**src/rtl/core/blsf_pkg.sv**
```systemverilog
// Shared types and constants for the battery level and power status filter.
`default_nettype none

package blsf_pkg;

  localparam int unsigned CfgAddrWidth = 5;
  localparam int unsigned CfgCount     = 8;

  localparam logic [2:0] REG_VBUS_THR     = 3'd0;
  localparam logic [2:0] REG_BAND_TWO     = 3'd1;
  localparam logic [2:0] REG_BAND_THREE   = 3'd2;
  localparam logic [2:0] REG_BAND_FOUR    = 3'd3;
  localparam logic [2:0] REG_BAND_HYST    = 3'd4;
  localparam logic [2:0] REG_BAND_CONFIRM = 3'd5;
  localparam logic [2:0] REG_CHARGE_ENTER = 3'd6;
  localparam logic [2:0] REG_CHARGE_EXIT  = 3'd7;

  localparam logic [14:0] VBUS_THR_RESET     = 15'd4000;
  localparam logic [6:0]  BAND_TWO_RESET     = 7'd25;
  localparam logic [6:0]  BAND_THREE_RESET   = 7'd50;
  localparam logic [6:0]  BAND_FOUR_RESET    = 7'd75;
  localparam logic [4:0]  BAND_HYST_RESET    = 5'd3;
  localparam logic [3:0]  BAND_CONFIRM_RESET = 4'd3;
  localparam logic [3:0]  CHARGE_ENTER_RESET = 4'd2;
  localparam logic [3:0]  CHARGE_EXIT_RESET  = 4'd3;

  localparam logic [6:0] FULL_PERCENT = 7'd100;

  localparam logic [2:0] BAND_UNSET = 3'd0;
  localparam logic [2:0] BAND_ONE   = 3'd1;
  localparam logic [2:0] BAND_TWO   = 3'd2;
  localparam logic [2:0] BAND_THREE = 3'd3;
  localparam logic [2:0] BAND_FOUR  = 3'd4;

  localparam logic [1:0] STATUS_BATTERY  = 2'd0;
  localparam logic [1:0] STATUS_CHARGING = 2'd1;
  localparam logic [1:0] STATUS_USB      = 2'd2;
  localparam logic [1:0] STATUS_FULL     = 2'd3;

  typedef struct packed {
    logic [14:0] vbus_thr;
    logic [6:0]  band_two;
    logic [6:0]  band_three;
    logic [6:0]  band_four;
    logic [4:0]  band_hyst;
    logic [3:0]  band_confirm;
    logic [3:0]  charge_enter;
    logic [3:0]  charge_exit;
  } cfg_t;

endpackage

`default_nettype wire

```
**src/rtl/core/blsf_regs.sv**
```systemverilog
// APB configuration register file for the battery level filter.
`default_nettype none

module blsf_regs (
  input  wire logic                               clk,
  input  wire logic                               rst,
  input  wire logic                               psel,
  input  wire logic                               penable,
  input  wire logic                               pwrite,
  input  wire logic [blsf_pkg::CfgAddrWidth-1:0]  paddr,
  input  wire logic [31:0]                        pwdata,
  output logic [31:0]                             prdata,
  output logic                                    pready,
  output blsf_pkg::cfg_t                          cfg
);
  import blsf_pkg::*;

  logic [2:0] idx;
  logic       wr;

  assign pready = 1'b1;
  assign idx    = paddr[4:2];
  assign wr     = psel && penable && pwrite && pready;

  always_ff @(posedge clk) begin
    if (rst) begin
      cfg.vbus_thr     <= VBUS_THR_RESET;
      cfg.band_two     <= BAND_TWO_RESET;
      cfg.band_three   <= BAND_THREE_RESET;
      cfg.band_four    <= BAND_FOUR_RESET;
      cfg.band_hyst    <= BAND_HYST_RESET;
      cfg.band_confirm <= BAND_CONFIRM_RESET;
      cfg.charge_enter <= CHARGE_ENTER_RESET;
      cfg.charge_exit  <= CHARGE_EXIT_RESET;
    end else if (wr) begin
      case (idx)
        REG_VBUS_THR:     cfg.vbus_thr     <= pwdata[14:0];
        REG_BAND_TWO:     cfg.band_two     <= pwdata[6:0];
        REG_BAND_THREE:   cfg.band_three   <= pwdata[6:0];
        REG_BAND_FOUR:    cfg.band_four    <= pwdata[6:0];
        REG_BAND_HYST:    cfg.band_hyst    <= pwdata[4:0];
        REG_BAND_CONFIRM: cfg.band_confirm <= pwdata[3:0];
        REG_CHARGE_ENTER: cfg.charge_enter <= pwdata[3:0];
        REG_CHARGE_EXIT:  cfg.charge_exit  <= pwdata[3:0];
        default: ;
      endcase
    end
  end

  always_comb begin
    case (idx)
      REG_VBUS_THR:     prdata = {17'd0, cfg.vbus_thr};
      REG_BAND_TWO:     prdata = {25'd0, cfg.band_two};
      REG_BAND_THREE:   prdata = {25'd0, cfg.band_three};
      REG_BAND_FOUR:    prdata = {25'd0, cfg.band_four};
      REG_BAND_HYST:    prdata = {27'd0, cfg.band_hyst};
      REG_BAND_CONFIRM: prdata = {28'd0, cfg.band_confirm};
      REG_CHARGE_ENTER: prdata = {28'd0, cfg.charge_enter};
      REG_CHARGE_EXIT:  prdata = {28'd0, cfg.charge_exit};
      default:          prdata = 32'd0;
    endcase
  end

endmodule

`default_nettype wire

```
**src/rtl/core/blsf_rank.sv**
```systemverilog
// Rank unit that tests whether one ring entry is the upper median of the held entries.
`default_nettype none

module blsf_rank #(
  parameter int unsigned N  = 5,
  parameter int unsigned PW = 3,
  parameter int unsigned FW = 3
) (
  input  wire logic [N-1:0][6:0] ring,
  input  wire logic [FW-1:0]     fill,
  input  wire logic [PW-1:0]     idx,
  output logic                   hit
);

  logic [6:0]    cand;
  logic [N-1:0]  below;
  logic [FW-1:0] rank;
  logic [FW-1:0] target;

  assign cand   = ring[idx];
  assign target = fill >> 1;

  always_comb begin
    for (int j = 0; j < N; j++) begin
      below[j] = (FW'(j) < fill) &&
                 ((ring[j] < cand) || ((ring[j] == cand) && (PW'(j) < idx)));
    end
  end

  assign rank = FW'($countones(below));
  assign hit  = (rank == target);

endmodule

`default_nettype wire

```
**src/rtl/core/battery_level_status_filter_core.sv**
```systemverilog
// Top level of the battery level and power status filter with its step sequencer.
//
//  channel  | handshake                  | payload
//  ---------+----------------------------+--------------------------------------------
//  s_axis   | s_axis_tvalid/s_axis_tready| raw battery percent, charge_pin, vbus_millivolts
//  m_axis   | m_axis_tvalid/m_axis_tready| available, shown_percent, level_band, status
//  apb      | psel/penable/pwrite/pready | eight configuration registers
//
// A poll updates all filter state when it is accepted, then the rank unit tests one ring
// entry per cycle until it finds the median (the upper one for an even count), and the
// output register is loaded once it is free.
// The block accepts a new poll only when idle; the output register holds one result,
// so a stalled output lets one more poll in and blocks the input once that poll's
// result is finished.
// Reset is synchronous and clears all control state; ring contents are not cleared.
`default_nettype none

module battery_level_status_filter_core #(
  parameter int unsigned MEDIAN_WINDOW       = 5,
  parameter int unsigned UNREADABLE_HOLDOVER = 3,
  parameter int unsigned FULL_CONFIRM        = 3
) (
  input  wire logic                              clk,
  input  wire logic                              rst,
  input  wire logic                              s_axis_tvalid,
  output logic                                   s_axis_tready,
  // [8:0] raw battery percent, [9] charge_pin, [25:10] vbus_millivolts, [31:26] zero
  input  wire logic [31:0]                       s_axis_tdata,
  output logic                                   m_axis_tvalid,
  input  wire logic                              m_axis_tready,
  // [0] available, [7:1] shown_percent, [10:8] level_band, [12:11] power_status,
  // [15:13] zero
  output logic [15:0]                            m_axis_tdata,
  input  wire logic                              psel,
  input  wire logic                              penable,
  input  wire logic                              pwrite,
  input  wire logic [blsf_pkg::CfgAddrWidth-1:0] paddr,
  input  wire logic [31:0]                       pwdata,
  output logic [31:0]                            prdata,
  output logic                                   pready
);
  import blsf_pkg::*;

  localparam int unsigned N  = MEDIAN_WINDOW;
  localparam int unsigned PW = (N > 1) ? $clog2(N) : 1;
  localparam int unsigned FW = $clog2(N + 1);
  localparam int unsigned SW = $clog2(UNREADABLE_HOLDOVER + 2);
  localparam int unsigned CW = $clog2(FULL_CONFIRM + 1);

  typedef enum logic [1:0] {
    ST_IDLE,
    ST_RANK,
    ST_DONE
  } state_t;

  cfg_t cfg;

  blsf_regs u_regs (
    .clk     (clk),
    .rst     (rst),
    .psel    (psel),
    .penable (penable),
    .pwrite  (pwrite),
    .paddr   (paddr),
    .pwdata  (pwdata),
    .prdata  (prdata),
    .pready  (pready),
    .cfg     (cfg)
  );

  state_t              state;
  logic [N-1:0][6:0]   ring;
  logic [PW-1:0]       wpos;
  logic [FW-1:0]       fill;
  logic [SW-1:0]       streak;
  logic [3:0]          on_cnt;
  logic [3:0]          off_cnt;
  logic                disp;
  logic [CW-1:0]       full_cnt;
  logic [2:0]          cband;
  logic [2:0]          pband;
  logic [3:0]          pcnt;
  logic [1:0]          last_status;
  logic                avail;
  logic [6:0]          median;
  logic [PW-1:0]       idx;
  logic                hit;

  logic                out_valid;
  logic [15:0]         out_data;

  logic [8:0]          level;
  logic                pin;
  logic [15:0]         vbus;
  logic                accept;
  logic                vbus_ok;
  logic                vbus_high;
  logic                unplug;
  logic                readable;
  logic [6:0]          sample;
  logic                external;

  logic [PW-1:0]       wpos_next;
  logic [FW-1:0]       fill_next;
  logic [SW-1:0]       streak_next;
  logic [3:0]          on_cnt_next;
  logic [3:0]          off_cnt_next;
  logic                disp_next;
  logic [CW-1:0]       full_cnt_next;
  logic [2:0]          cband_next;
  logic [2:0]          pband_next;
  logic [3:0]          pcnt_next;
  logic [4:0]          pcnt_inc;
  logic [1:0]          status_next;
  logic [2:0]          want;
  logic signed [8:0]   p_s;
  logic signed [8:0]   four_keep;
  logic signed [8:0]   three_keep;
  logic signed [8:0]   two_keep;

  assign level  = s_axis_tdata[8:0];
  assign pin    = s_axis_tdata[9];
  assign vbus   = s_axis_tdata[25:10];
  assign accept = s_axis_tvalid && s_axis_tready;
  assign s_axis_tready = (state == ST_IDLE);

  assign vbus_ok   = !vbus[15] && (vbus != 16'd0);
  assign vbus_high = vbus_ok && (vbus[14:0] > cfg.vbus_thr);
  assign unplug    = vbus_ok && !vbus_high;
  assign readable  = !level[8];
  assign sample    = (level[7:0] > 8'(FULL_PERCENT)) ? FULL_PERCENT : level[6:0];

  assign p_s        = {2'b00, sample};
  assign four_keep  = $signed({2'b00, cfg.band_four})  - $signed({4'b0000, cfg.band_hyst});
  assign three_keep = $signed({2'b00, cfg.band_three}) - $signed({4'b0000, cfg.band_hyst});
  assign two_keep   = $signed({2'b00, cfg.band_two})   - $signed({4'b0000, cfg.band_hyst});

  always_comb begin
    if (sample >= cfg.band_four) begin
      want = BAND_FOUR;
    end else if ((cband == BAND_FOUR) && (p_s >= four_keep)) begin
      want = BAND_FOUR;
    end else if (sample >= cfg.band_three) begin
      want = BAND_THREE;
    end else if (((cband == BAND_FOUR) || (cband == BAND_THREE)) && (p_s >= three_keep)) begin
      want = BAND_THREE;
    end else if (sample >= cfg.band_two) begin
      want = BAND_TWO;
    end else if ((cband >= BAND_TWO) && (cband <= BAND_FOUR) && (p_s >= two_keep)) begin
      want = BAND_TWO;
    end else begin
      want = BAND_ONE;
    end
  end

  always_comb begin
    wpos_next   = wpos;
    fill_next   = fill;
    streak_next = streak;
    cband_next  = cband;
    pband_next  = pband;
    pcnt_next   = pcnt;
    pcnt_inc    = 5'd0;

    if (!readable) begin
      if (streak <= SW'(UNREADABLE_HOLDOVER)) begin
        streak_next = streak + 1'b1;
      end
      if (streak_next > SW'(UNREADABLE_HOLDOVER)) begin
        fill_next  = '0;
        wpos_next  = '0;
        cband_next = BAND_UNSET;
        pband_next = BAND_UNSET;
        pcnt_next  = 4'd0;
      end
    end else begin
      streak_next = '0;
      wpos_next   = (wpos == PW'(N - 1)) ? '0 : wpos + 1'b1;
      if (fill < FW'(N)) begin
        fill_next = fill + 1'b1;
      end
      if ((cband == BAND_UNSET) || (cband == want)) begin
        pband_next = want;
        pcnt_next  = 4'd0;
        cband_next = want;
      end else begin
        pcnt_inc = (pband != want) ? 5'd1 : {1'b0, pcnt} + 5'd1;
        pband_next = want;
        if (pcnt_inc >= {1'b0, cfg.band_confirm}) begin
          pcnt_next  = 4'd0;
          cband_next = want;
        end else begin
          pcnt_next = pcnt_inc[3:0];
        end
      end
    end
  end

  always_comb begin
    on_cnt_next   = on_cnt;
    off_cnt_next  = off_cnt;
    disp_next     = disp;
    full_cnt_next = full_cnt;
    if (unplug) begin
      on_cnt_next   = 4'd0;
      off_cnt_next  = 4'd0;
      disp_next     = 1'b0;
      full_cnt_next = '0;
    end else begin
      if (pin) begin
        off_cnt_next = 4'd0;
        if (on_cnt < cfg.charge_enter) begin
          on_cnt_next = on_cnt + 1'b1;
        end
      end else begin
        on_cnt_next = 4'd0;
        if (off_cnt < cfg.charge_exit) begin
          off_cnt_next = off_cnt + 1'b1;
        end
      end
      if (!disp && (on_cnt_next >= cfg.charge_enter)) begin
        disp_next = 1'b1;
      end else if (disp && (off_cnt_next >= cfg.charge_exit)) begin
        disp_next = 1'b0;
      end
    end

    external    = vbus_high || (!vbus_ok && disp_next);
    status_next = last_status;
    if (!external) begin
      status_next = STATUS_BATTERY;
    end else if (disp_next) begin
      status_next   = STATUS_CHARGING;
      full_cnt_next = '0;
    end else if (!readable) begin
      full_cnt_next = '0;
      if (last_status != STATUS_FULL) begin
        status_next = STATUS_USB;
      end
    end else if (sample >= FULL_PERCENT) begin
      if (full_cnt_next < CW'(FULL_CONFIRM)) begin
        full_cnt_next = full_cnt_next + 1'b1;
      end
      if (full_cnt_next >= CW'(FULL_CONFIRM)) begin
        status_next = STATUS_FULL;
      end else if ((last_status != STATUS_CHARGING) && (last_status != STATUS_FULL)) begin
        status_next = STATUS_USB;
      end
    end else begin
      full_cnt_next = '0;
      status_next   = STATUS_USB;
    end
  end

  blsf_rank #(
    .N  (N),
    .PW (PW),
    .FW (FW)
  ) u_rank (
    .ring (ring),
    .fill (fill),
    .idx  (idx),
    .hit  (hit)
  );

  always_ff @(posedge clk) begin
    if (accept && readable) begin
      ring[wpos] <= sample;
    end
  end

  always_ff @(posedge clk) begin
    if (rst) begin
      state       <= ST_IDLE;
      wpos        <= '0;
      fill        <= '0;
      streak      <= '0;
      on_cnt      <= 4'd0;
      off_cnt     <= 4'd0;
      disp        <= 1'b0;
      full_cnt    <= '0;
      cband       <= BAND_UNSET;
      pband       <= BAND_UNSET;
      pcnt        <= 4'd0;
      last_status <= STATUS_BATTERY;
      out_valid   <= 1'b0;
      idx         <= '0;
    end else begin
      if (out_valid && m_axis_tready && (state != ST_DONE)) begin
        out_valid <= 1'b0;
      end
      case (state)
        ST_IDLE: begin
          if (accept) begin
            wpos        <= wpos_next;
            fill        <= fill_next;
            streak      <= streak_next;
            on_cnt      <= on_cnt_next;
            off_cnt     <= off_cnt_next;
            disp        <= disp_next;
            full_cnt    <= full_cnt_next;
            cband       <= cband_next;
            pband       <= pband_next;
            pcnt        <= pcnt_next;
            last_status <= status_next;
            avail       <= external || (fill_next != '0);
            idx         <= '0;
            state       <= ST_RANK;
          end
        end
        ST_RANK: begin
          if (fill == '0) begin
            median <= 7'd0;
            state  <= ST_DONE;
          end else if (hit || (FW'(idx) == fill - 1'b1)) begin
            median <= ring[idx];
            state  <= ST_DONE;
          end else begin
            idx <= idx + 1'b1;
          end
        end
        ST_DONE: begin
          if (!out_valid || m_axis_tready) begin
            out_valid <= 1'b1;
            out_data  <= {3'd0, last_status, cband, median, avail};
            state     <= ST_IDLE;
          end
        end
        default: state <= ST_IDLE;
      endcase
    end
  end

  assign m_axis_tvalid = out_valid;
  assign m_axis_tdata  = out_data;

endmodule

`default_nettype wire

```
**config.mk**
```make
export PLATFORM = sky130hd
export DESIGN_NAME = battery_level_status_filter_core
export DESIGN_NICKNAME = d
export VERILOG_FILES = /design/src/rtl/core/blsf_pkg.sv /design/src/rtl/core/blsf_regs.sv /design/src/rtl/core/blsf_rank.sv /design/src/rtl/core/battery_level_status_filter_core.sv
export SDC_FILE = /design/constraint.sdc
export NUM_CORES = 1
export LEC_CHECK = 0
export BUFFER_PORTS_ARGS = -buffer_cell sky130_fd_sc_hd__buf_2
export CAP_MARGIN = 20
export CELL_PAD_IN_SITES_DETAIL_PLACEMENT = 0
export CELL_PAD_IN_SITES_GLOBAL_PLACEMENT = 1
export CORE_ASPECT_RATIO = 2
export CORE_MARGIN = 5
export CORE_UTILIZATION = 49
export DETAILED_ROUTE_END_ITERATION = 8
export PLACE_DENSITY = 0.84
export SKIP_LAST_GASP = 1
export SLEW_MARGIN = 30
export SYNTH_ARGS = -nofsm -noshare
export SYNTH_HDL_FRONTEND = slang
export SYNTH_SLANG_ARGS = --single-unit
```
**constraint.sdc**
```tcl
create_clock -name clk -period 8.9 [get_ports clk]
set_clock_uncertainty 0.2 [all_clocks]
set_input_delay 1.335 -clock clk [delete_from_list [all_inputs] [get_ports clk]]
set_output_delay 1.335 -clock clk [all_outputs]
set_load 0.02 [all_outputs]
```
## Word-level counts from Yosys, hierarchy flattened

Index checks and enable logic that the tools add are counted.
W data, S select, Z words.

- Register bits: 147
- Input bits: 76
- Word-level logic and storage cells: 261

- Add/sub/neg operators: 16
- Order comparisons: 39
- Equality and inequality tests: 32
- Multiplexer cells: 72
- Bitwise gates (word level): 1
- Reduce and logical (&&, ||, !) cells: 71

Operators with widths:

| operator | count |
|---|---|
| $pmux W32 S8 | 1 |
| $mux W3 | 18 |
| $mux W2 | 25 |
| $mux W4 | 12 |
| $bwmux W35 | 1 |
| $eq A7 B7 Y1 | 5 |
| $lt A7 B7 Y1 | 5 |
| $logic_and A1 B1 Y1 | 28 |
| $mux W7 | 4 |
| $ge A8 B8 Y1 | 3 |
| $sub A7 B5 Y8 | 3 |
| $bmux W7 S3 | 1 |
| $demux W7 S3 | 1 |
| $ge A7 B7 Y1 | 3 |
| $eq A3 B3 Y1 const B | 6 |
| $reduce_and A2 Y1 | 9 |
| $reduce_bool A16 Y1 | 1 |
| $gt A15 B15 Y1 | 1 |
| $reduce_and A3 Y1 | 5 |
| $add A3 B1 Y3 const B | 4 |
| $lt A1 B3 Y1 const A | 4 |
| $lt A2 B3 Y1 const A | 4 |
| $reduce_and A4 Y1 | 3 |
| $logic_or A1 B1 Y1 | 11 |
| 44 further kinds | 73 |

## Depth between registers and ports, before layout

- Depth after elaboration: 20
- Mapped depth: 29

## Cells and area by module

From an unflattened synthesis, not the netlist that was laid out.

- Cells, all modules: 1157
- Area, all modules: 10617.7 sq um

By module, submodules not included:

| module | times used | cells each | area an instance (sq um) | seq. area each (sq um) |
|---|---|---|---|---|
| battery_level_status_filter_core | 1 | 695 | 6767.7 | 2442.3 |
| blsf_regs | 1 | 314 | 2613.8 | 1061.0 |
| blsf_rank | 1 | 148 | 1236.2 | 0.0 |

## Worst setup path before layout

No wires, ideal clock.

- Path kind: input -> register
- Start point: input port s_axis_tdata[4]
- End point: register pcnt[1]
- Setup time: 59 ps
- Data arrival time: 6087 ps
- Data required time: 8641 ps
- Path slack: 2554 ps
- Cell stages on the path: 24
- Path through: o311a_2 nor2_1 nand2_1 ha_1 nand2b_1 a21o_1 maj3_2 a2111oi_4 o221a_4 nand2b_4 o221a_4 o31a_1 nor2b_1 ha_1 nand2b_1 a21oi_1 nor2b_1 o21ai_0 o311ai_0 a41oi_1 o211ai_1 o21bai_1 nor3_1 a22o_1

- Longest elaborated chain between the ends: 16
- Elaborated cells between the ends (all ways): 25
- Classes of those cells: 8 x order compare; 2 x eq/ne; 11 x mux; 4 x reduce/logical

RTL lines:

| item | line | text |
|---|---|---|
| start, declared | battery_level_status_filter_core.sv:28 | `input wire logic [31:0] s_axis_tdata,` |
| $gt A8 B7 Y1 | battery_level_status_filter_core.sv:131 | `assign sample = (level[7:0] > 8'(FULL_PERCENT)) ? FULL_PERCENT : level[6:0];` |
| $mux W7 (*) | battery_level_status_filter_core.sv:131 |  |
| $ge A8 B8 Y1 | battery_level_status_filter_core.sv:149 | `end else if ((cband >= BAND_TWO) && (cband <= BAND_FOUR) && (p_s >= two_keep)) begin` |
| $logic_and A1 B1 Y1 | battery_level_status_filter_core.sv:149 |  |
| $mux W2 | battery_level_status_filter_core.sv:149 |  |
| $mux W2 | battery_level_status_filter_core.sv:147 | `end else if (sample >= cfg.band_two) begin` |
| $mux W2 | battery_level_status_filter_core.sv:145 | `end else if (((cband == BAND_FOUR) \|\| (cband == BAND_THREE)) && (p_s >= three_keep)) begin` |
| $mux W2 | battery_level_status_filter_core.sv:143 | `end else if (sample >= cfg.band_three) begin` |
| $mux W3 | battery_level_status_filter_core.sv:141 | `end else if ((cband == BAND_FOUR) && (p_s >= four_keep)) begin` |
| $mux W3 (*) | battery_level_status_filter_core.sv:139 | `if (sample >= cfg.band_four) begin` |
| $ne A3 B3 Y1 | battery_level_status_filter_core.sv:187 | `pcnt_inc = (pband != want) ? 5'd1 : {1'b0, pcnt} + 5'd1;` |
| $mux W5 | battery_level_status_filter_core.sv:187 |  |
| $ge A5 B4 Y1 | battery_level_status_filter_core.sv:189 | `if (pcnt_inc >= {1'b0, cfg.band_confirm}) begin` |
| $mux W4 | battery_level_status_filter_core.sv:189 |  |
| $mux W4 (*) | battery_level_status_filter_core.sv:182 | `if ((cband == BAND_UNSET) \|\| (cband == want)) begin` |
| $mux W4 (*) | battery_level_status_filter_core.sv:165 | `if (!readable) begin` |
| end signal, assigned | battery_level_status_filter_core.sv:304 | `pcnt <= pcnt_next;` |
| end, declared | battery_level_status_filter_core.sv:82 | `logic [3:0] pcnt;` |

Mark *: on every way between the ends. The rest lies on a longest branch, timed or not.
A chain may end at the register's enable or synchronous reset.

## Worst setup path in the final report

- Start point: input port s_axis_tdata[4]
- End point: register pcnt[3]

- Longest elaborated chain between the ends: 16
- Elaborated cells between the ends (all ways): 25
- Classes of those cells: 8 x order compare; 2 x eq/ne; 11 x mux; 4 x reduce/logical

RTL lines:

| item | line | text |
|---|---|---|
| $gt A8 B7 Y1 | battery_level_status_filter_core.sv:131 |  |
| $mux W7 (*) | battery_level_status_filter_core.sv:131 |  |
| named net sample[4] | battery_level_status_filter_core.sv:100 | `logic [6:0] sample;` |
| $ge A8 B8 Y1 | battery_level_status_filter_core.sv:149 |  |
| $logic_and A1 B1 Y1 | battery_level_status_filter_core.sv:149 |  |
| $mux W2 | battery_level_status_filter_core.sv:149 |  |
| $mux W2 | battery_level_status_filter_core.sv:147 |  |
| $mux W2 | battery_level_status_filter_core.sv:145 |  |
| $mux W2 | battery_level_status_filter_core.sv:143 |  |
| $mux W3 | battery_level_status_filter_core.sv:141 |  |
| $mux W3 (*) | battery_level_status_filter_core.sv:139 |  |
| $ne A3 B3 Y1 | battery_level_status_filter_core.sv:187 |  |
| $mux W5 | battery_level_status_filter_core.sv:187 |  |
| $ge A5 B4 Y1 | battery_level_status_filter_core.sv:189 |  |
| $mux W4 | battery_level_status_filter_core.sv:189 |  |
| $mux W4 (*) | battery_level_status_filter_core.sv:182 |  |
| $mux W4 (*) | battery_level_status_filter_core.sv:165 |  |

Mark *: on every way through the listed nets, which the timed path passes. The rest lies on a longest branch.

==> results by group <==
Outcome
  – Status: finished clean

Finish
  – Final Util: 0.554
  – Post-route cell area: 11200 sq um
  – Nets: around 1400
  – Commonest cells after routing, fill and taps aside: ha_1, nor2_1, dfxtp_1
  – Commonest non-fill, non-tap cell in the layout: ha_1
  – Area grow syn2layout: 12.1%
  – Share of cells above drive strength 1: 0.130
  – Final Non-Filler Cells: 1435
  – Ant diodes: 0

Global routing
  – All-layer global routing usage: 0.234
  – Largest net degree at the start of global routing: 55
  – First-pass GRT wire length: 42800 um
  – Total gr overflow: 0
  – Vias in the first global route: 8374
  – Initial antenna violation count: 0

Pwr
  – Final Power: 1680 uW
  – Power Dens Cells: roughly 150 nW/um^2
  – Pleak: 0.00466 uW
  – Worst VDD drop: between 0.1 and 0.15 mV

Clocking
  – Worst-Skew Late Latency: 440 ps
  – CTS max path bufs: 2
  – PostCTS Resize Cnt: 0
  – Total CTS buffers: 17
  – TritonCTS clock tree: built
  – Post-cts hold buffer count: 0
  – Clk slew on worst S/H paths: roughly 60 ps
  – CTS Sinks: 147
  – H-Tree Depth: 4
  – Clock root buffer: clkbuf_16
  – Post-CTS Setup Bufs: 0

Timing
  – RSZ-0062 raised after global routing: false
  – Post-route clock period utilization: 0.754
  – Setup TNS: 0 ps
  – Hold Vio Cnt, Final: 0
  – Fmax: 149 MHz
  – Final Critical Period: about 6700 ps
  – Max-Slew Margin vs Limit: 0.412
  – Final setup viols: 0
  – Fin. max-slew vios: 0
  – Least-Margin Pin Slew: around 870 ps

Job
  – Max Cap Viol: 0

Logic synthesis
  – Area leader, netlist: dfxtp_1
  – Most area-consuming cells after synthesis: dfxtp_1, edfxtp_1, ha_1, mux2i_1, a21oi_1
  – Mapped Area: 10000 sq um
  – Cell variety after synth: 75
  – Main flop type after synthesis: dfxtp_1
  – Yosys Warn Count: 0
  – Register bit total from synthesis: 147
  – Asr flop ratio synth: 0
  – Synth Area per Inst: 9.21 sq um
  – Post-synth EDFFs: 56
  – Share of the synthesized area in the top cell type: 0.182
  – Seq/Total Area, Yosys: 0.350
  – Syn Inst Count: 1088

Setup path
  – Crit end category: flip-flop
  – Worst endpoint required time: approximately 9100 ps
  – Setup Crit Path Kind: in -> reg
  – Crit-path max FO: 11
  – Slowest CP cell: a211oi_1
  – CP max stage delay: 640 ps
  – Worst path bufs/invs: 3
  – Startpoint types: input port
  – Worst path arrival time: 6890 ps
  – Top delay family on crit path: compound AO/OA/AOI/OAI gates

Route
  – Vias: 8265
  – Detail Route Antenna Nets: 0
  – Initial DRC Count: 305
  – DRC: 0
  – DRT Wirelength: 27400 um
  – DR WL/cell: between 15 and 20 um
  – Drt pass-1 iters: 5
  – Vias per cell: 5.76

Place
  – Dpl cells: 1403
  – Number of port buffers: 80
  – Placement Cell Area: roughly 11000 sq um
  – Dpl hpwl: 21700 um
  – Placer Congestion: ~0.89

Die
  – Row count: 74
  – Die Ht: roughly 210 um
  – Initial Util: 0.494
  – Die W: 111 um
  – Die ar.: 23600 sq um
  – Core Footprint: roughly 20000 sq um
  – Ports: 127

Worst hold path
  – Hold Crit Class: reg -> reg
[worst reg2reg max path, cell delays in order (launching register included)]
cell,delay [ps]
dfxtp_1,410
ha_1,220
inv_1,60
fa_1,390
a21o_1,190
a21o_1,210
a211oi_1,290
xnor2_1,160
ha_1,260
a21boi_0,130
a311oi_1,430
o221a_4,350
nand2b_4,80
o221a_4,270
o31a_1,290
nor2b_1,170
ha_1,250
nand2b_1,150
a21oi_1,140
nor2b_1,50
o21ai_0,150
o311ai_0,160
a41oi_1,190
o211ai_1,140
o21bai_1,210
nor3_1,340
a22o_1,190
[registers in the layout, indices dropped and copies added, names as in the netlist]
name           flops
u_regs.cfg        53
ring              35
m_axis_tdata      13
median             7
off_cnt            4
on_cnt             4
pcnt               4
cband              3
fill               3
idx                3
pband              3
streak             3
wpos               3
full_cnt           2
last_status        2
state              2
avail              1
disp               1
m_axis_tvalid      1
[logic make-up (layout without fill, tap and decap cells)]
kind of cell / after synthesis / in the layout / synth area share
xor+xnor: 30 / 30 / 0.0262
simple gates: 320 / 320 / 0.157
fa+ha+maj: 138 / 138 / 0.175
other cells: 2 / 21 / 0.000750
buf+inv: 149 / 211 / 0.0647
mux: 51 / 51 / 0.0536
compound gates: 251 / 251 / 0.173
flops: 147 / 147 / 0.350
[metal layers]
metal | vias up | global-route usage | wire [um]
met3 | 87 | 0.0387 | 1150
met2 | 240 | 0.462 | 15200
met5 | - | 0 | 0
met4 | 0 | 0.151 | 1680
met1 | 3906 | 0.217 | 9440
li1 | 4032 | - | -
[cell type report]
| class | count | area, sq um |
|---|---|---|
| fill | 1853 | 9040 |
| multi-input combinational | 811 | 5990 |
| sequential | 147 | 3500 |
| timing repair buffer | 92 | 490 |
| clock buffer | 18 | 429 |
| tap | 266 | 333 |
| inverter | 87 | 329 |
| clock inverter | 14 | 155 |
[report_power, final]
part / internal [uW] / switching, uW
registers: 713 / 12.7
clock network: 415 / 299
logic: 86.1 / 151
total: 1210 / 462
[stage by stage]
stage / hold slack [ps] / worst slack, ps
floorplan: 200 / 2550
finish: 224 / 2190
global placement: 204 / 1890
CTS: 227 / 2220
detailed placement: 213 / 1790
global route: 236 / 1790
[worst paths after layout]
| path | slack [ps] | endpoint | start | depth (start not counted) |
|---|---|---|---|---|
| max | 2190 | pcnt[3] | s_axis_tdata[4] | 25 |
| min | 220 | m_axis_tdata[7] | median[6] | 0 |
| max reg2reg | 2770 | pcnt[3] | u_regs.cfg[12] | 26 |
| min reg2reg | 220 | m_axis_tdata[7] | median[6] | 0 |
[cells in the mapped netlist (all sizes together) (5+ instances only)]
library cell / number
dfxtp: 91
nor2: 94
a22o: 13
nand2: 73
ha: 127
nor4: 8
nor3: 26
a21oi: 79
o21ai: 34
and2: 8
a21o: 18
o22a: 8
nand2b: 24
xor2: 11
nand4: 19
o211ai: 22
nand3: 18
maj3: 6
edfxtp: 56
xnor2: 19
nor2b: 26
a221oi: 7
fa: 5
mux2i: 48
o21a: 6
a211oi: 10
inv: 87
buf: 28
o31ai: 6
clkbuf: 34
Note: power is estimated with default switching activity, not from simulation.
